File: src/hdl/loss_ewma_quality_ladder_assert.svh
// Assertion macros for the loss EWMA quality ladder.
// Expects clk and arst_n in the scope of use.
`ifndef LOSS_EWMA_QUALITY_LADDER_ASSERT_SVH
`define LOSS_EWMA_QUALITY_LADDER_ASSERT_SVH

// antecedent implies consequent in the same cycle
`define LEWQL_ASSERT_SAME(label, ante, cons, msg) \
	label: assert property (@(posedge clk) disable iff (!arst_n) (ante) |-> (cons)) \
		else $error(msg);

// antecedent implies consequent in the next cycle
`define LEWQL_ASSERT_NEXT(label, ante, cons, msg) \
	label: assert property (@(posedge clk) disable iff (!arst_n) (ante) |=> (cons)) \
		else $error(msg);

`endif

File: src/hdl/lewql_pkg.sv
// Shared types and constants for the loss EWMA quality ladder.
// No dependencies.
package lewql_pkg;

	localparam int unsigned MAX_THRESHOLDS = 4;

	localparam int unsigned FRAC_W  = 17;
	localparam int unsigned LEVEL_W = 3;
	localparam int unsigned IDX_W   = 3;
	localparam int unsigned PROD_W  = 2 * FRAC_W;

	localparam logic [FRAC_W-1:0] Q16_ONE = 17'h10000;

	localparam logic [IDX_W-1:0] REG_THR_COUNT = 3'd0;
	localparam logic [IDX_W-1:0] REG_WEIGHT    = 3'd1;
	localparam logic [IDX_W-1:0] REG_HYST      = 3'd2;
	localparam logic [IDX_W-1:0] REG_THR_0     = 3'd3;
	localparam logic [IDX_W-1:0] REG_THR_1     = 3'd4;
	localparam logic [IDX_W-1:0] REG_THR_2     = 3'd5;
	localparam logic [IDX_W-1:0] REG_THR_3     = 3'd6;

	localparam logic [FRAC_W-1:0] WEIGHT_RST = 17'h08000;

	typedef struct packed {
		logic [LEVEL_W-1:0] count;
		logic [FRAC_W-1:0]  weight;
		logic [FRAC_W-1:0]  hyst;
	} cfg_t;

	function automatic logic [FRAC_W-1:0] sat_one(input logic [FRAC_W-1:0] v);
		sat_one = (v > Q16_ONE) ? Q16_ONE : v;
	endfunction

endpackage

File: src/hdl/lewql_cfg.sv
// Configuration register file for the loss EWMA quality ladder.
// Depends on lewql_pkg. Outputs are saturated and clamped.
module lewql_cfg #(
	parameter int unsigned MaxThr = lewql_pkg::MAX_THRESHOLDS,
	parameter int unsigned TIdxW  = (MaxThr > 1) ? $clog2(MaxThr) : 1
) (
	input  logic                               clk,
	input  logic                               arst_n,
	input  logic                               cfg_wr_en,
	input  logic [lewql_pkg::IDX_W-1:0]        cfg_index,
	input  logic [lewql_pkg::FRAC_W-1:0]       cfg_data,
	output lewql_pkg::cfg_t                    cfg,
	output logic [lewql_pkg::FRAC_W-1:0]       thr [MaxThr]
);

	localparam logic [lewql_pkg::LEVEL_W-1:0] MaxCnt = lewql_pkg::LEVEL_W'(MaxThr);

	logic [lewql_pkg::LEVEL_W-1:0] count_q;
	logic [lewql_pkg::FRAC_W-1:0]  weight_q;
	logic [lewql_pkg::FRAC_W-1:0]  hyst_q;
	logic [lewql_pkg::FRAC_W-1:0]  thr_q [MaxThr];
	logic [lewql_pkg::IDX_W-1:0]   thr_sel;

	assign thr_sel = cfg_index - lewql_pkg::REG_THR_0;

	always_ff @(posedge clk or negedge arst_n) begin
		if (!arst_n) begin
			count_q  <= '0;
			weight_q <= lewql_pkg::WEIGHT_RST;
			hyst_q   <= '0;
			for (int i = 0; i < MaxThr; i++) begin
				thr_q[i] <= lewql_pkg::Q16_ONE;
			end
		end else if (cfg_wr_en) begin
			unique case (cfg_index) inside
				lewql_pkg::REG_THR_COUNT: count_q  <= cfg_data[lewql_pkg::LEVEL_W-1:0];
				lewql_pkg::REG_WEIGHT:    weight_q <= cfg_data;
				lewql_pkg::REG_HYST:      hyst_q   <= cfg_data;
				lewql_pkg::REG_THR_0, lewql_pkg::REG_THR_1,
				lewql_pkg::REG_THR_2, lewql_pkg::REG_THR_3: begin
					if (32'(thr_sel) < MaxThr) begin
						thr_q[thr_sel[TIdxW-1:0]] <= cfg_data;
					end
				end
				default: ;
			endcase
		end
	end

	always_comb begin
		cfg.count  = (count_q > MaxCnt) ? MaxCnt : count_q;
		cfg.weight = lewql_pkg::sat_one(weight_q);
		cfg.hyst   = lewql_pkg::sat_one(hyst_q);
		for (int i = 0; i < MaxThr; i++) begin
			thr[i] = lewql_pkg::sat_one(thr_q[i]);
		end
	end

endmodule

File: src/hdl/lewql_mul.sv
// Shared 17x17 unsigned multiplier with registered product.
// Depends on lewql_pkg.
module lewql_mul (
	input  logic                          clk,
	input  logic [lewql_pkg::FRAC_W-1:0]  op_a,
	input  logic [lewql_pkg::FRAC_W-1:0]  op_b,
	output logic [lewql_pkg::PROD_W-1:0]  prod_q
);

	always_ff @(posedge clk) begin
		prod_q <= lewql_pkg::PROD_W'(op_a) * lewql_pkg::PROD_W'(op_b);
	end

endmodule

File: src/hdl/loss_ewma_quality_ladder.sv
// Loss EWMA quality ladder, top level.
// Depends on lewql_pkg, lewql_cfg, lewql_mul and loss_ewma_quality_ladder_assert.svh.
//
// One loss sample per transaction; one result (level, smoothed loss) per sample.
// A sample is accepted in IDLE; the EWMA then takes the MULX, MULA and ADD
// states (skipped on the first sample, which seeds the average). UP climbs the
// ladder one step at a time, and each downward step takes DNM and DNC on the
// shared 17x17 multiplier; DONE then loads the output register, waiting while
// a result still held there is stalled. With threshold_count zero the sample
// goes straight to DONE. The input stalls while a sample is in work; a finished
// result sits in the output register while the next sample is accepted.
`include "loss_ewma_quality_ladder_assert.svh"

module loss_ewma_quality_ladder #(
	parameter int unsigned MaxThr = lewql_pkg::MAX_THRESHOLDS
) (
	input  logic                               clk,
	input  logic                               arst_n,
	input  logic                               cfg_wr_en,
	input  logic [lewql_pkg::IDX_W-1:0]        cfg_index,
	input  logic [lewql_pkg::FRAC_W-1:0]       cfg_data,
	input  logic                               in_valid,
	output logic                               in_stall,
	input  logic [lewql_pkg::FRAC_W-1:0]       loss_fraction,
	output logic                               out_valid,
	input  logic                               out_stall,
	output logic [lewql_pkg::LEVEL_W-1:0]      requested_level,
	output logic [lewql_pkg::FRAC_W-1:0]       smoothed_loss
);

	localparam int unsigned TIdxW = (MaxThr > 1) ? $clog2(MaxThr) : 1;
	localparam int unsigned SumW  = lewql_pkg::PROD_W + 1;

	localparam logic [2:0] ST_IDLE = 3'd0;
	localparam logic [2:0] ST_MULX = 3'd1;
	localparam logic [2:0] ST_MULA = 3'd2;
	localparam logic [2:0] ST_ADD  = 3'd3;
	localparam logic [2:0] ST_UP   = 3'd4;
	localparam logic [2:0] ST_DNM  = 3'd5;
	localparam logic [2:0] ST_DNC  = 3'd6;
	localparam logic [2:0] ST_DONE = 3'd7;

	lewql_pkg::cfg_t                   cfg;
	logic [lewql_pkg::FRAC_W-1:0]      thr [MaxThr];

	logic [2:0]                        state_q;
	logic [lewql_pkg::FRAC_W-1:0]      x_q;
	logic [lewql_pkg::FRAC_W-1:0]      avg_q;
	logic                              seeded_q;
	logic [lewql_pkg::LEVEL_W-1:0]     cur_level_q;
	logic [lewql_pkg::LEVEL_W-1:0]     lvl_q;
	logic                              bypass_q;
	logic [lewql_pkg::PROD_W-1:0]      acc_q;
	logic                              out_valid_q;
	logic [lewql_pkg::LEVEL_W-1:0]     out_level_q;
	logic [lewql_pkg::FRAC_W-1:0]      out_loss_q;

	logic [lewql_pkg::FRAC_W-1:0]      op_a;
	logic [lewql_pkg::FRAC_W-1:0]      op_b;
	logic [lewql_pkg::PROD_W-1:0]      prod_q;
	logic [SumW-1:0]                   sum;
	logic [SumW-17:0]                  sum_shr;
	logic [lewql_pkg::FRAC_W-1:0]      avg_new;
	logic [lewql_pkg::LEVEL_W-1:0]     lvl_dn;
	logic [lewql_pkg::FRAC_W-1:0]      x_sat;
	logic                              in_acc;
	logic                              out_load;

	lewql_cfg #(
		.MaxThr (MaxThr),
		.TIdxW  (TIdxW)
	) u_cfg (
		.clk       (clk),
		.arst_n    (arst_n),
		.cfg_wr_en (cfg_wr_en),
		.cfg_index (cfg_index),
		.cfg_data  (cfg_data),
		.cfg       (cfg),
		.thr       (thr)
	);

	lewql_mul u_mul (
		.clk    (clk),
		.op_a   (op_a),
		.op_b   (op_b),
		.prod_q (prod_q)
	);

	assign in_stall = (state_q != ST_IDLE);
	assign in_acc   = in_valid && !in_stall;
	assign x_sat    = lewql_pkg::sat_one(loss_fraction);
	assign lvl_dn   = lvl_q - 3'd1;
	assign out_load = (state_q == ST_DONE) && (!out_valid_q || !out_stall);

	assign sum     = SumW'(acc_q) + SumW'(prod_q);
	assign sum_shr = sum[SumW-1:16];
	assign avg_new = (sum_shr > (SumW-16)'(lewql_pkg::Q16_ONE)) ? lewql_pkg::Q16_ONE
		: sum_shr[lewql_pkg::FRAC_W-1:0];

	always_comb begin
		op_a = '0;
		op_b = '0;
		unique case (state_q)
			ST_MULX: begin
				op_a = cfg.weight;
				op_b = x_q;
			end
			ST_MULA: begin
				op_a = lewql_pkg::Q16_ONE - cfg.weight;
				op_b = avg_q;
			end
			ST_DNM: begin
				op_a = thr[lvl_dn[TIdxW-1:0]];
				op_b = lewql_pkg::Q16_ONE - cfg.hyst;
			end
			default: ;
		endcase
	end

	always_ff @(posedge clk or negedge arst_n) begin
		if (!arst_n) begin
			state_q     <= ST_IDLE;
			avg_q       <= '0;
			seeded_q    <= 1'b0;
			cur_level_q <= '0;
			lvl_q       <= '0;
			bypass_q    <= 1'b0;
			out_valid_q <= 1'b0;
		end else begin
			if (out_load) begin
				out_valid_q <= 1'b1;
			end else if (!out_stall) begin
				out_valid_q <= 1'b0;
			end
			unique case (state_q)
				ST_IDLE: begin
					if (in_acc) begin
						if (cfg.count == '0) begin
							bypass_q <= 1'b1;
							lvl_q    <= '0;
							state_q  <= ST_DONE;
						end else begin
							bypass_q <= 1'b0;
							lvl_q    <= (cur_level_q > cfg.count) ? cfg.count : cur_level_q;
							if (!seeded_q) begin
								avg_q    <= x_sat;
								seeded_q <= 1'b1;
								state_q  <= ST_UP;
							end else begin
								state_q <= ST_MULX;
							end
						end
					end
				end
				ST_MULX: state_q <= ST_MULA;
				ST_MULA: state_q <= ST_ADD;
				ST_ADD: begin
					avg_q   <= avg_new;
					state_q <= ST_UP;
				end
				ST_UP: begin
					if (lvl_q < cfg.count && avg_q > thr[lvl_q[TIdxW-1:0]]) begin
						lvl_q <= lvl_q + 3'd1;
					end else if (lvl_q != '0) begin
						state_q <= ST_DNM;
					end else begin
						state_q <= ST_DONE;
					end
				end
				ST_DNM: state_q <= ST_DNC;
				ST_DNC: begin
					if ({1'b0, avg_q} < prod_q[lewql_pkg::PROD_W-1:16]) begin
						lvl_q   <= lvl_dn;
						state_q <= (lvl_dn != '0) ? ST_DNM : ST_DONE;
					end else begin
						state_q <= ST_DONE;
					end
				end
				ST_DONE: begin
					if (out_load) begin
						if (!bypass_q) begin
							cur_level_q <= lvl_q;
						end
						state_q <= ST_IDLE;
					end
				end
				default: state_q <= ST_IDLE;
			endcase
		end
	end

	always_ff @(posedge clk) begin
		if (in_acc) begin
			x_q <= x_sat;
		end
		if (state_q == ST_MULA) begin
			acc_q <= prod_q;
		end
		if (out_load) begin
			out_level_q <= lvl_q;
			out_loss_q  <= avg_q;
		end
	end

	assign out_valid       = out_valid_q;
	assign requested_level = out_level_q;
	assign smoothed_loss   = out_loss_q;

	`LEWQL_ASSERT_SAME(a_level_range, out_valid, 32'(requested_level) <= MaxThr, "level beyond ladder")
	`LEWQL_ASSERT_SAME(a_loss_range, out_valid, smoothed_loss <= lewql_pkg::Q16_ONE, "average above one")
	`LEWQL_ASSERT_SAME(a_cur_level, 1'b1, 32'(cur_level_q) <= MaxThr, "stored level beyond ladder")
	`LEWQL_ASSERT_NEXT(a_bypass, in_acc && cfg.count == '0, state_q == ST_DONE && lvl_q == '0, "bypass missed")
	`LEWQL_ASSERT_NEXT(a_hold, out_valid && out_stall, out_valid && $stable(smoothed_loss), "result lost")

endmodule

File: config.mk
export PLATFORM = sky130hd
export DESIGN_NAME = loss_ewma_quality_ladder
export DESIGN_NICKNAME = d
export VERILOG_FILES = /design/src/hdl/lewql_pkg.sv /design/src/hdl/lewql_cfg.sv /design/src/hdl/lewql_mul.sv /design/src/hdl/loss_ewma_quality_ladder.sv
export VERILOG_INCLUDE_DIRS = /design/src /design/src/hdl
export SDC_FILE = /design/constraint.sdc
export NUM_CORES = 1
export LEC_CHECK = 0
export ABC_CLOCK_PERIOD_IN_PS = 10530
export BUFFER_PORTS_ARGS = -buffer_cell sky130_fd_sc_hd__buf_2
export CAP_MARGIN = 20
export CELL_PAD_IN_SITES_DETAIL_PLACEMENT = 1
export CELL_PAD_IN_SITES_GLOBAL_PLACEMENT = 2
export CORE_AREA = 2 2 235 237
export DETAILED_ROUTE_END_ITERATION = 12
export DIE_AREA = 0 0 237 239
export GPL_TIMING_DRIVEN = 1
export PLACE_DENSITY = 0.86
export SYNTH_ARGS = -nofsm -noshare
export SYNTH_HDL_FRONTEND = slang
export SYNTH_SLANG_ARGS = --single-unit
File: constraint.sdc
create_clock -name clk -period 10.53 [get_ports clk]
set_input_delay 0.5265 -clock clk [delete_from_list [all_inputs] [get_ports clk]]
set_output_delay 0.5265 -clock clk [all_outputs]
set_load 0.02 [all_outputs]
Yosys cells after proc, flatten, opt, wreduce, memory -nomap -nowiden
Index checks and enable logic that the tools add are counted.
Widths: inputs -> output; s select.
- $add $sub $neg: 6
- multipliers: 1
- magnitude comparators: 18
- eq/ne operators: 21
- mux-type cells: 42
- bitwise operators: 5
- reductions and logical operators: 27
- operator list (kind ; count):
    $mux 17 ; 16
    $gt 17x17->1 const B ; 7
    $pmux 17 s3 ; 2
    $bmux 17 s2 ; 2
    $bwmux 68 ; 1
    $add 34x34->35 ; 1
    $demux 17 s2 ; 1
    $mul 17x17->34 ; 1
    $pmux 17 s2 ; 1
    $sub 17x17->17 const A ; 2
    $mux 3 ; 11
    $pmux 3 s8 ; 1
    $eq 3x3->1 const B ; 7
    $gt 19x17->1 const B ; 1
    $lt 17x18->1 ; 1
    $gt 17x17->1 ; 1
    $ne 2x2->1 const B ; 7
    $eq 3x2->1 const B ; 4
    $reduce_and 3->1 ; 4
    $reduce_bool 3->1 ; 4
    $ge 3x3->1 const B ; 3
    $logic_not 3->1 ; 3
    $not 2->3 ; 3
    $pmux 3 s3 ; 1
    other kinds (20) ; 35
- flip-flop bits (word level): 239
- bits of input ports: 42
- word-level logic and storage cells: 139

Logic depth before layout (Yosys ltp)
Gate-level depths: netlist of run 1.
- depth after elaboration: 9
- mapped depth: 35
- depth with buffers taken out: 33

By module
From an unflattened synthesis of run 1, not the netlist that was laid out.
- cell total of the unflattened synthesis: 2462
- area total of the unflattened synthesis: 23948.0 um^2
- by module, submodules not included (module ; instances ; cells each ; area each (um^2) ; seq. area each (um^2)):
    lewql_mul ; 1 ; 1196 ; 10523.8 ; 680.7
    loss_ewma_quality_ladder ; 1 ; 898 ; 8559.5 ; 2857.7
    lewql_cfg ; 1 ; 368 ; 4864.7 ; 2633.8

Least setup slack after synthesis of run 1
No wires, ideal clock.
- path kind: flip-flop to flip-flop
- start: register lvl_q[1] in the netlist's numbering
- end: register u_mul.prod_q[28] in the netlist's numbering
- library setup time: 0.082 ns
- arrival time: 8.291 ns
- setup slack: 2.157 ns
- cell stages (with the launch flop): 32
- cells stage by stage: dfrtp_1 clkbuf_1 inv_1 clkbuf_1 ha_1 clkbuf_1 a221oi_1 a211oi_1 a31oi_1 o32ai_1 clkbuf_1 nand2_1 fa_1 fa_1 inv_1 fa_1 fa_1 fa_1 inv_1 fa_1 inv_1 ha_1 a21o_1 a21o_1 a21o_1 a211oi_1 nor2_1 nor3_1 a211oi_1 or3_1 a2111o_1 o2111ai_1
- word-level cells in the longest chain between the ends: 7
- RTL lines (element ; RTL line ; source):
    start: declaration ; loss_ewma_quality_ladder.sv:51 ; logic [lewql_pkg::LEVEL_W-1:0] lvl_q;
    start signal: assignment ; loss_ewma_quality_ladder.sv:144 ; lvl_q <= (cur_level_q > cfg.count) ? cfg.count : cur_level_q;
    start signal: assignment ; loss_ewma_quality_ladder.sv:163 ; lvl_q <= lvl_q + 3'd1;
    start signal: assignment ; loss_ewma_quality_ladder.sv:173 ; lvl_q <= lvl_dn;
    $sub 3x1->3 ; loss_ewma_quality_ladder.sv:92 ; assign lvl_dn = lvl_q - 3'd1;
    $not 2->3 (implied by the code) ; loss_ewma_quality_ladder.sv:113 ; op_a = thr[lvl_dn[TIdxW-1:0]];
    $bmux 17 s2 ; loss_ewma_quality_ladder.sv:113 ;
    $mux 17 (implied by the code) (2 in a row) ; loss_ewma_quality_ladder.sv:113 ;
    $pmux 17 s3 ; loss_ewma_quality_ladder.sv:103 ; unique case (state_q)
    $mul 17x17->34 ; lewql_mul.sv:11 ; prod_q <= lewql_pkg::PROD_W'(op_a) * lewql_pkg::PROD_W'(op_b);
    end signal: assignment ; lewql_mul.sv:11 ;
    end: declaration ; lewql_mul.sv:7 ; output logic [lewql_pkg::PROD_W-1:0] prod_q
Every way passes these cells. The select of a mux whose other input is x is not followed.
A chain may end at the register's enable or synchronous reset.

Worst setup path after layout of run 1
- start: register u_cfg.hyst_q[0] in the netlist's numbering
- end: register u_mul.prod_q[28] in the netlist's numbering
- word-level cells in the longest chain between the ends: 5
- RTL lines (element ; RTL line ; source):
    start: declaration ; lewql_cfg.sv:20 ; logic [lewql_pkg::FRAC_W-1:0] hyst_q;
    start signal: assignment ; lewql_cfg.sv:38 ; lewql_pkg::REG_HYST: hyst_q <= cfg_data;
    $gt 17x17->1 ; lewql_pkg.sv:31 ; sat_one = (v > Q16_ONE) ? Q16_ONE : v;
    $mux 17 * ; lewql_pkg.sv:31 ;
    $sub 17x17->17 * ; loss_ewma_quality_ladder.sv:114 ; op_b = lewql_pkg::Q16_ONE - cfg.hyst;
    $pmux 17 s3 * ; loss_ewma_quality_ladder.sv:103 ;
    $mul 17x17->34 * ; lewql_mul.sv:11 ;
Mark *: on every way between the ends. The rest lies on a longest branch, timed or not.

==> impl_results.md, run 1 <==
* Post-synth EDFFs at 71
* Setup slack at placement at 1.06 ns
* Worst path buffer plus inverter count at 4
* Maximum vdd drop at 0.139 mV
* Clock Tree Root: clkbuf_16
* CTS Buffer Depth at 3
* Critical path endpoint category: register
* Reg-to-reg slack, setup at 0.90 ns
* Area Growth Syn to Fin at 9.59%
* Final period utilization at 0.914
* Total CTS buffers at 27
* Layout Nets at 2819
* Power per Cell Area at 262 nW/um2
* Hold Crit Class: in -> async
* Synth Flop Type: dfrtp_1
* CP Data Arrival Time at 10.09 ns
* Vias in the first global route at 19333
* Final setup fails at 0
* Netlist cell types at 91
* Final hold violation count at 6
* Largest area contributor in the netlist: fa_1
* CP most frequent cell: fa_1
* DPL Wire Length at 60.7 mm
* Reg2reg start: u_cfg.hyst_q[0]$_DFFE_PN0P_
* CP top delay family: adder cells
* Die ar. at 56600 um2
* CP Data Required Time at 11.00 ns
* Initial DRC count at 1194
* Setup Buffers After CTS at 0
* TNS Setup at 0 ns
* Max-cap violations at 0
* Via-per-instance ratio at 5.84
* Largest net degree at the start of global routing at 82
* FF-to-FF path depth at 30
* Yosys reg bits at 239
* Average wire per standard cell at 24.7 um
* Top cells by area, synth: fa_1 20%, dfrtp_1 14%, ha_1 10%, edfxtp_1 9.5%, inv_1 5.4%
* Slew Viols, Final at 0
* Synthesized area at 22500 um2
* First-pass GRT wire length at 117 mm
* H-tree depth at 1
* Most frequent cells in the layout: 321 x inv_1, 292 x nand2_1, 224 x fa_1
* Antenna diodes at 0
* Max-slew headroom at 0.276
* Fmax at 104 MHz
* Most common cell after layout, fill and taps aside: inv_1
* Synthesized instance count at 2310
* Core area at 54300 um2
* Remaining DRCs at 0
* Hold Slack at -0.0232 ns
* Vias after detailed routing at 18068
* Post_cts resized at 0
* GP Congestion at 0.941
* Die span in y at 239 um
* Worst-path maximum fanout at 15
* Yosys top cell area share at 0.200
* # IOs at 64
* Slowest Stage Delay on Critical Path at 0.62 ns
* PortBufs at 63
* Crit path capture: u_mul.prod_q[28]$_DFF_P_
* Outcome: finished, violations left
* Min cycle time layout at 9.63 ns
* Clock sink count at 239
* Post-Route WL at 76.5 mm
* RSZ-0062 raised after global routing: false
* FF-to-FF End: u_mul.prod_q[28]$_DFF_P_
* Seq/Total Area, Yosys at 0.275
* GRT Total Usage at 0.273
* Post-Route Skew at 0.0127 ns
* Worst-Margin Slew at 1.08 ns
* Slowest CP cell: nand2_1
* Critical Path Stages at 30
* First-pass DRT Iterations at 5
* Synth warn at 0
* Row count at 86
* Avg Synthesized Cell Area at 9.73 um2
* Post-CTS Hold Buffers at 0
* Setup WS post-layout at 0.903 ns
* Initial core utilization at 0.413
* Clock tree from TritonCTS: built
* Post-route ant nets at 0
* Skew-Pair Late Insertion Delay at 0.56 ns
* Die W at 237 um
* Proportion of layout cells with a drive suffix above 1 at 0.132
* Leakage power at 11.4 nW
* Critical path launch point type: register
* Critical path type: reg -> reg
* Ys async rst share at 0.561
* Grt ovf at 0
* Post-Syn Nets at 2761
* Initial antenna violation count at 3
* Crit path from: u_cfg.hyst_q[0]$_DFFE_PN0P_
* Violated checks: negative hold slack
* CTS clk-pin slew, worst paths at 0.06 ns
==> metal layers <==
layer  track usage  vias up  share of wire
met5             0        -        0.00017
li1              -     7970              -
met3        0.0559      116          0.072
met2         0.443      594           0.46
met4        0.0748        2          0.027
met1         0.371     9386           0.44
==> kinds of logic after synthesis <==
family / Yosys count / share of synthesized area
xor+xnor: 52 / 0.0203
flops: 239 / 0.275
buf+inv: 402 / 0.0682
simple gates: 671 / 0.141
mux: 117 / 0.0634
fa+ha+maj: 409 / 0.303
compound gates: 420 / 0.129
==> registers in the layout (all words and copies together) (netlist names) <==
| signal | count |
|---|---|
| out_valid | 1 |
| u_cfg.count_q | 3 |
| lvl_q | 3 |
| requested_level | 3 |
| u_cfg.weight_q | 17 |
| x_q | 17 |
| state_q | 3 |
| smoothed_loss | 17 |
| acc_q | 34 |
| u_mul.prod_q | 34 |
| avg_q | 17 |
| u_cfg.thr_q | 68 |
| u_cfg.hyst_q | 17 |
| cur_level_q | 3 |
| bypass_q | 1 |
| seeded_q | 1 |
==> worst min-delay path by stage <==
stage | to | from | slack (ns)
after floorplan | avg_q[0]$_DFFE_PN0P_ | arst_n | 0.23
after global placement | acc_q[0]$_DFFE_PP_ | u_mul.prod_q[0]$_DFF_P_ | 0.42
after detailed placement | acc_q[0]$_DFFE_PP_ | u_mul.prod_q[0]$_DFF_P_ | 0.42
after CTS | u_cfg.thr_q[45]$_DFFE_PN0P_ | arst_n | 0.05
after global routing | u_cfg.thr_q[45]$_DFFE_PN0P_ | arst_n | 0.06
final | u_cfg.thr_q[45]$_DFFE_PN0P_ | arst_n | -0.02
==> synthesized netlist by cell type (34+ instances only) <==
master and n:
o21ai_0 72, dfxtp_1 34, ha_1 185, mux2_2 103, nor2_1 129, dfrtp_1 129, a22oi_1 44, xnor2_1 34
clkbuf_1 64, nor2b_1 38, fa_1 224, a21oi_1 82, and2_1 49, nand2_1 292, inv_1 321, edfxtp_1 71
a21o_1 36
==> report_power, final <==
| group | leakage (nW) | switching, mW | internal (mW) |
|---|---|---|---|
| logic | 8.40 | 2.54 | 1.42 |
| registers | 2.56 | 0.319 | 1.23 |
| clock network | 0.431 | 0.409 | 0.529 |
| total | 11.4 | 3.26 | 3.18 |
==> per-stage QoR <==
step	power [mW]	utilization	cells	cell area (um2)
after CTS	6.42	0.453	3090	24600
final	6.44	0.453	3093	24600
after floorplan	4.01	-	2310	22500
after global routing	6.92	0.453	3093	24600
after global placement	5.32	0.436	3039	23700
after detailed placement	5.45	0.436	3040	23700
==> layout make-up <==
type / count / area [um2]
clock buffer: 33 / 738
clock inverter: 17 / 141
fill: 6121 / 29700
inverter: 322 / 1210
multi-input combinational: 1669 / 14800
sequential: 239 / 6170
tap: 704 / 881
timing repair buffer: 109 / 682
Power figures use the tool's default switching activity.
==> run 2: changes to the inputs <==
--- a/config.mk
+++ b/config.mk
@@ -8,7 +8,7 @@
 export LEC_CHECK = 0
 export ABC_CLOCK_PERIOD_IN_PS = 10530
 export BUFFER_PORTS_ARGS = -buffer_cell sky130_fd_sc_hd__buf_2
-export CAP_MARGIN = 20
+export CAP_MARGIN = 25
 export CELL_PAD_IN_SITES_DETAIL_PLACEMENT = 1
 export CELL_PAD_IN_SITES_GLOBAL_PLACEMENT = 2
 export CORE_AREA = 2 2 235 237
==> constraint.sdc (replaced) <==
create_clock -name clk -period 10.53 [get_ports clk]
set_input_delay 0.5265 -clock clk [delete_from_list [all_inputs] [get_ports clk]]
set_output_delay 0.5265 -clock clk [all_outputs]
set_load 0.01 [all_outputs]
==> impl_results.md, run 2 (synthesis results as in run 1) <==
* Die span in y at 239 um
* Clock sink count at 239
* Power per Cell Area at 264 nW/um2
* Clock Tree Root: clkbuf_16
* Max-slew headroom at 0.273
* Min cycle time layout at 9.54 ns
* Slowest CP cell: nand2_1
* Final setup fails at 0
* CP Data Required Time at 11.00 ns
* CP most frequent cell: fa_1
* GRT Total Usage at 0.273
* Die ar. at 56600 um2
* Area Growth Syn to Fin at 10.0%
* Leakage power at 11.4 nW
* Clock tree from TritonCTS: built
* TNS Setup at 0 ns
* Row count at 86
* PortBufs at 63
* Post-Route Skew at 0.0243 ns
* Final period utilization at 0.906
* Vias after detailed routing at 18021
* CTS clk-pin slew, worst paths at 0.06 ns
* Proportion of layout cells with a drive suffix above 1 at 0.132
* DPL Wire Length at 60.9 mm
* Outcome: completed
* Skew-Pair Late Insertion Delay at 0.56 ns
* GP Congestion at 0.941
* Initial antenna violation count at 4
* Layout Nets at 2819
* Post-route ant nets at 0
* Max-cap violations at 0
* Hold Crit Class: in -> async
* CP Data Arrival Time at 10.01 ns
* DP Area at 23700 um2
* Critical path endpoint category: register
* RSZ-0062 raised after global routing: false
* Vias in the first global route at 19276
* Antenna diodes at 0
* Fmax at 105 MHz
* Slew Viols, Final at 0
* Via-per-instance ratio at 5.82
* Setup Buffers After CTS at 0
* Slowest Stage Delay on Critical Path at 0.61 ns
* # IOs at 64
* Top reg by flops: u_cfg.thr_q
* Die W at 237 um
* Final hold violation count at 0
* Post-Layout Inst Area at 24700 um2
* Maximum vdd drop at 0.137 mV
* Critical path type: reg -> reg
* Largest net degree at the start of global routing at 82
* CTS Buffer Depth at 3
* Initial DRC count at 1296
* Most common cell after layout, fill and taps aside: inv_1
* H-tree depth at 1
* Total CTS buffers at 28
* Critical path launch point type: register
* Post-CTS Hold Buffers at 0
* Core area at 54300 um2
* Average wire per standard cell at 24.8 um
* First-pass GRT wire length at 117 mm
* Worst-Margin Slew at 1.08 ns
* Remaining DRCs at 0
* Max reg flops at 68
* Worst-path maximum fanout at 15
* Post_cts resized at 0
* Grt ovf at 0
* Top Registers: u_cfg.thr_q: 68 flops, acc_q: 34 flops, u_mul.prod_q: 34 flops
* Post-Route WL at 76.6 mm
* First-pass DRT Iterations at 4
* Initial core utilization at 0.413
* Most frequent cells in the layout: 321 x inv_1, 292 x nand2_1, 224 x fa_1
[run 2: cell count changes in the layout (fill, tap and decap cells not counted), sizes merged]
cell and delta:
buf +1, bufinv +2, clkbuf +3, clkinv -3, clkinvlp -2
[run 2: cell type report]
class | instances | area, um2
repair buffers | 108 | 672
inverters | 322 | 1210
well taps | 704 | 881
clock inverters | 14 | 169
flip-flops and latches | 239 | 6170
clock buffers | 38 | 822
multi-input cells | 1669 | 14800
fillers | 6118 | 29600
[run 2: metal layers]
metal	GRT usage	vias to the layer above	wire length (um)	part of all wire
li1	-	7972	-	-
met5	0	-	0	0
met1	0.368	9349	33100	0.43
met3	0.0625	108	6020	0.079
met2	0.442	592	35300	0.46
met4	0.0761	0	2160	0.028
[run 2: path summary, 6_finish.rpt]
kind | from | to | slack (ns) | cells after the start
setup / recovery | u_cfg.hyst_q[4]$_DFFE_PN0P_ | u_mul.prod_q[28]$_DFF_P_ | 0.99 | 30
hold / removal | arst_n | u_cfg.thr_q[45]$_DFFE_PN0P_ | 0.01 | 1
setup reg to reg | u_cfg.hyst_q[4]$_DFFE_PN0P_ | u_mul.prod_q[28]$_DFF_P_ | 0.99 | 30
hold reg to reg | u_mul.prod_q[0]$_DFF_P_ | acc_q[0]$_DFFE_PP_ | 0.43 | 0
max in group asynchronous | arst_n | avg_q[9]$_DFFE_PN0P_ | 9.27 | 2
min in group clk | loss_fraction[6] | avg_q[6]$_DFFE_PN0P_ | 0.27 | 3
[run 2: power by group]
group / total, mW / internal, mW / switching, mW
clock network: 1.04 / 0.626 / 0.411
registers: 1.55 / 1.23 / 0.322
logic: 3.94 / 1.42 / 2.52
[run 2: critical path: cells and delay by family, from the launching register on]
kind,cells,cell delay (ns)
compound gates,9,2.55
fa+ha+maj,8,3.56
flops,1,0.45
buf+inv,4,0.19
simple gates,9,2.69
[run 2: metrics by stage]
stage / cells / hold slack (ns) / setup WS [ns] / power [mW] / util
final: 3094 / 0.0104 / 0.992 / 6.53 / 0.455
after global routing: 3094 / 0.0555 / 0.431 / 7.02 / 0.455
after CTS: 3093 / 0.0406 / 0.998 / 6.51 / 0.455
after detailed placement: 3041 / 0.420 / 1.04 / 5.44 / 0.437
after global placement: 3039 / 0.417 / 1.28 / 5.30 / 0.436
after floorplan: 2310 / 0.231 / 2.16 / 3.99 / -
==> run 3: changes to the inputs <==
--- a/config.mk
+++ b/config.mk
@@ -6,16 +6,17 @@
 export SDC_FILE = /design/constraint.sdc
 export NUM_CORES = 1
 export LEC_CHECK = 0
-export ABC_CLOCK_PERIOD_IN_PS = 10530
+export ABC_AREA = 1
+export ABC_CLOCK_PERIOD_IN_PS = 9900
 export BUFFER_PORTS_ARGS = -buffer_cell sky130_fd_sc_hd__buf_2
 export CAP_MARGIN = 25
 export CELL_PAD_IN_SITES_DETAIL_PLACEMENT = 1
 export CELL_PAD_IN_SITES_GLOBAL_PLACEMENT = 2
-export CORE_AREA = 2 2 235 237
+export CORE_AREA = 2 2 243 269
 export DETAILED_ROUTE_END_ITERATION = 12
-export DIE_AREA = 0 0 237 239
+export DIE_AREA = 0 0 245 271
 export GPL_TIMING_DRIVEN = 1
-export PLACE_DENSITY = 0.86
+export PLACE_DENSITY = 0.88
 export SYNTH_ARGS = -nofsm -noshare
 export SYNTH_HDL_FRONTEND = slang
 export SYNTH_SLANG_ARGS = --single-unit
==> constraint.sdc (replaced) <==
create_clock -name clk -period 9.9 [get_ports clk]
set_input_delay 0.495 -clock clk [delete_from_list [all_inputs] [get_ports clk]]
set_output_delay 0.495 -clock clk [all_outputs]
set_load 0.01 [all_outputs]
==> impl_results.md, run 3 <==
* Power per Cell Area at 322 nW/um2
* Leakage power at 13.8 nW
* Max-slew headroom at 0.283
* Hold Crit Depth at 1
* Row count at 97
* Post-synth EDFFs at 71
* Final setup fails at 0
* Setup WS post-layout at 1.18 ns
* Initial core utilization at 0.389
* Core area at 63500 um2
* First-pass DRT Iterations at 5
* Clock tree from TritonCTS: built
* Max reg flops at 68
* Fmax at 115 MHz
* Final hold violation count at 0
* Post-Layout Inst Area at 26800 um2
* Setup slack at placement at 1.27 ns
* Min cycle time layout at 8.72 ns
* Synth Flop Type: dfrtp_1
* Maximum vdd drop at 0.159 mV
* Slew Viols, Final at 0
* Initial DRC count at 1214
* Yosys reg bits at 239
* CP Data Required Time at 10.38 ns
* Initial antenna violation count at 0
* Inst Count DP at 4123
* Max-cap violations at 0
* Post-CTS Hold Buffers at 1
* TNS Setup at 0 ns
* Final Core Density at 0.422
* Netlist cell types at 64
* Final period utilization at 0.881
* Final Total Pwr at 8.61 mW
* HP Start: loss_fraction[16]
* Hold Crit Class: in -> reg
* Post-route ant nets at 0
* Ys async rst share at 0.561
* Largest net degree at the start of global routing at 74
* Proportion of layout cells with a drive suffix above 1 at 0.0722
* DP Area at 25800 um2
* CTS clk-pin slew, worst paths at 0.06 ns
* Hold Slack at 0.199 ns
* Net Sw Frac at 0.552
* Critical path type: reg -> reg
* Via-per-instance ratio at 5.24
* FF-to-FF path depth at 31
* Total CTS buffers at 28
* First-pass GRT wire length at 134 mm
* Antenna diodes at 0
* Layout Nets at 3765
* Slowest Stage Delay on Critical Path at 0.65 ns
* Synthesized area at 24700 um2
* # IOs at 64
* Synth warn at 0
* Top reg by flops: u_cfg.thr_q
* Worst-Margin Slew at 1.07 ns
* Top Registers: u_cfg.thr_q: 68 flops, acc_q: 34 flops, u_mul.prod_q: 34 flops
* Most common cell in the netlist: nand2_1
* CP Data Arrival Time at 9.20 ns
* FF-to-FF End: u_mul.prod_q[33]$_DFF_P_
* Yosys top cell area share at 0.182
* H-tree depth at 1
* Die W at 245 um
* Post_cts resized at 0
* Comb power frac at 0.686
* Skew-Pair Late Insertion Delay at 0.59 ns
* Critical path launch point type: register
* Crit path from: lvl_q[0]$_DFFE_PN0P_
* Vias in the first global route at 23756
* Synthesized instance count at 3292
* Clock Power Share at 0.123
* DPL Wire Length at 69.9 mm
* CP most frequent cell: inv_1
* Grt ovf at 0
* Largest area contributor in the netlist: fa_1
* Top post-synthesis cells by count: 832 x nand2_1, 646 x inv_1, 277 x nor2_1
* Reg-to-reg slack, setup at 1.18 ns
* Worst-path maximum fanout at 44
* GRT Total Usage at 0.260
* Die span in y at 271 um
* Remaining DRCs at 0
* Sequential Power Share at 0.191
* Post-Syn Nets at 3743
* Clock sink count at 239
* Critical path endpoint category: register
* RSZ-0062 raised after global routing: false
* Setup Buffers After CTS at 0
* Post-Route WL at 86.3 mm
* Filler Cell Count at 7917
* Vias after detailed routing at 21884
* PortBufs at 63
* Crit path capture: u_mul.prod_q[33]$_DFF_P_
* Reg2reg start: lvl_q[0]$_DFFE_PN0P_
* Seq/Total Area, Yosys at 0.250
* Post-Route Skew at 0.0379 ns
* Pint at 3.86 mW
* Area Growth Syn to Fin at 8.44%
* Most frequent cells in the layout: 832 x nand2_1, 646 x inv_1, 275 x nor2_1
* Average wire per standard cell at 20.7 um
* GP Congestion at 0.947
* Most common cell after layout, fill and taps aside: nand2_1
* Clock Tree Root: clkbuf_16
* Outcome: completed
* CTS Buffer Depth at 3
* Layout Cells excl Fill at 4177
* Avg Synthesized Cell Area at 7.50 um2
* Top cells by area, synth: fa_1 18%, dfrtp_1 13%, nand2_1 13%, inv_1 9.8%, ha_1 9.4%
* Psw at 4.75 mW
* Slowest CP cell: nand3_1
* Die ar. at 66400 um2
run 3: cell types whose count changed after synthesis, moves of 42 or more:
cell	delta
a21oi_1	+75
a22oi_1	-42
and2_1	-43
inv_1	+325
mux2_2	-103
nand2_1	+540
nand3_1	+99
nor2_1	+148
o21ai_0	+120
run 3: logic make-up (layout without fill, tap and decap cells):
family / after synthesis / after routing / synth area share
adder cells (fa/ha/maj): 409 / 409 / 0.275
AND/OR/NAND/NOR: 1370 / 1370 / 0.231
flip-flops: 239 / 239 / 0.250
XOR/XNOR: 37 / 37 / 0.0131
buffers and inverters: 762 / 806 / 0.121
AO/OA/AOI/OAI: 475 / 475 / 0.110
run 3: area by class of cell:
type,count,area (um2),area share
multi-input cells,2291,15500,0.580
flip-flops and latches,239,6170,0.230
inverters,667,2500,0.0935
well taps,841,1050,0.0393
clock buffers,37,786,0.0293
repair buffers,87,564,0.0211
clock inverters,15,161,0.00603
run 3: power by group through the flow:
stage / sequential (mW) / clock, mW / combinational [mW]
global route: 1.66 / 1.12 / 6.61
detailed placement: 1.66 / 0 / 5.92
CTS: 1.64 / 1.08 / 5.97
finish: 1.64 / 1.06 / 5.91
global placement: 1.64 / 0 / 5.70
floorplan: 1.50 / 0 / 4.10
run 3: worst min path at each step:
| stage | to | slack [ns] |
|---|---|---|
| floorplan | avg_q[0]$_DFFE_PN0P_ | 0.20 |
| finish | x_q[16]$_DFFE_PP_ | 0.20 |
| CTS | x_q[16]$_DFFE_PP_ | 0.18 |
| global placement | acc_q[15]$_DFFE_PP_ | 0.43 |
| detailed placement | acc_q[1]$_DFFE_PP_ | 0.43 |
| global route | x_q[16]$_DFFE_PP_ | 0.18 |
run 3: routing by layer:
| metal | track usage | part of all wire |
|---|---|---|
| met1 | 0.318 | 0.41 |
| met2 | 0.467 | 0.51 |
| met3 | 0.0248 | 0.034 |
| met4 | 0.107 | 0.048 |
| met5 | 0 | 0 |
run 3: worst max-delay path, delay by kind of cell, from the launching register on:
kind                       cells  cell delay [ns]
and+or+nand+nor               11             1.84
adders and majority gates      8             3.78
xor gates and xnor gates       1             0.13
AOI/OAI and AO/OA              2             0.65
DFF                            1             0.41
buffers and inverters          9             1.79
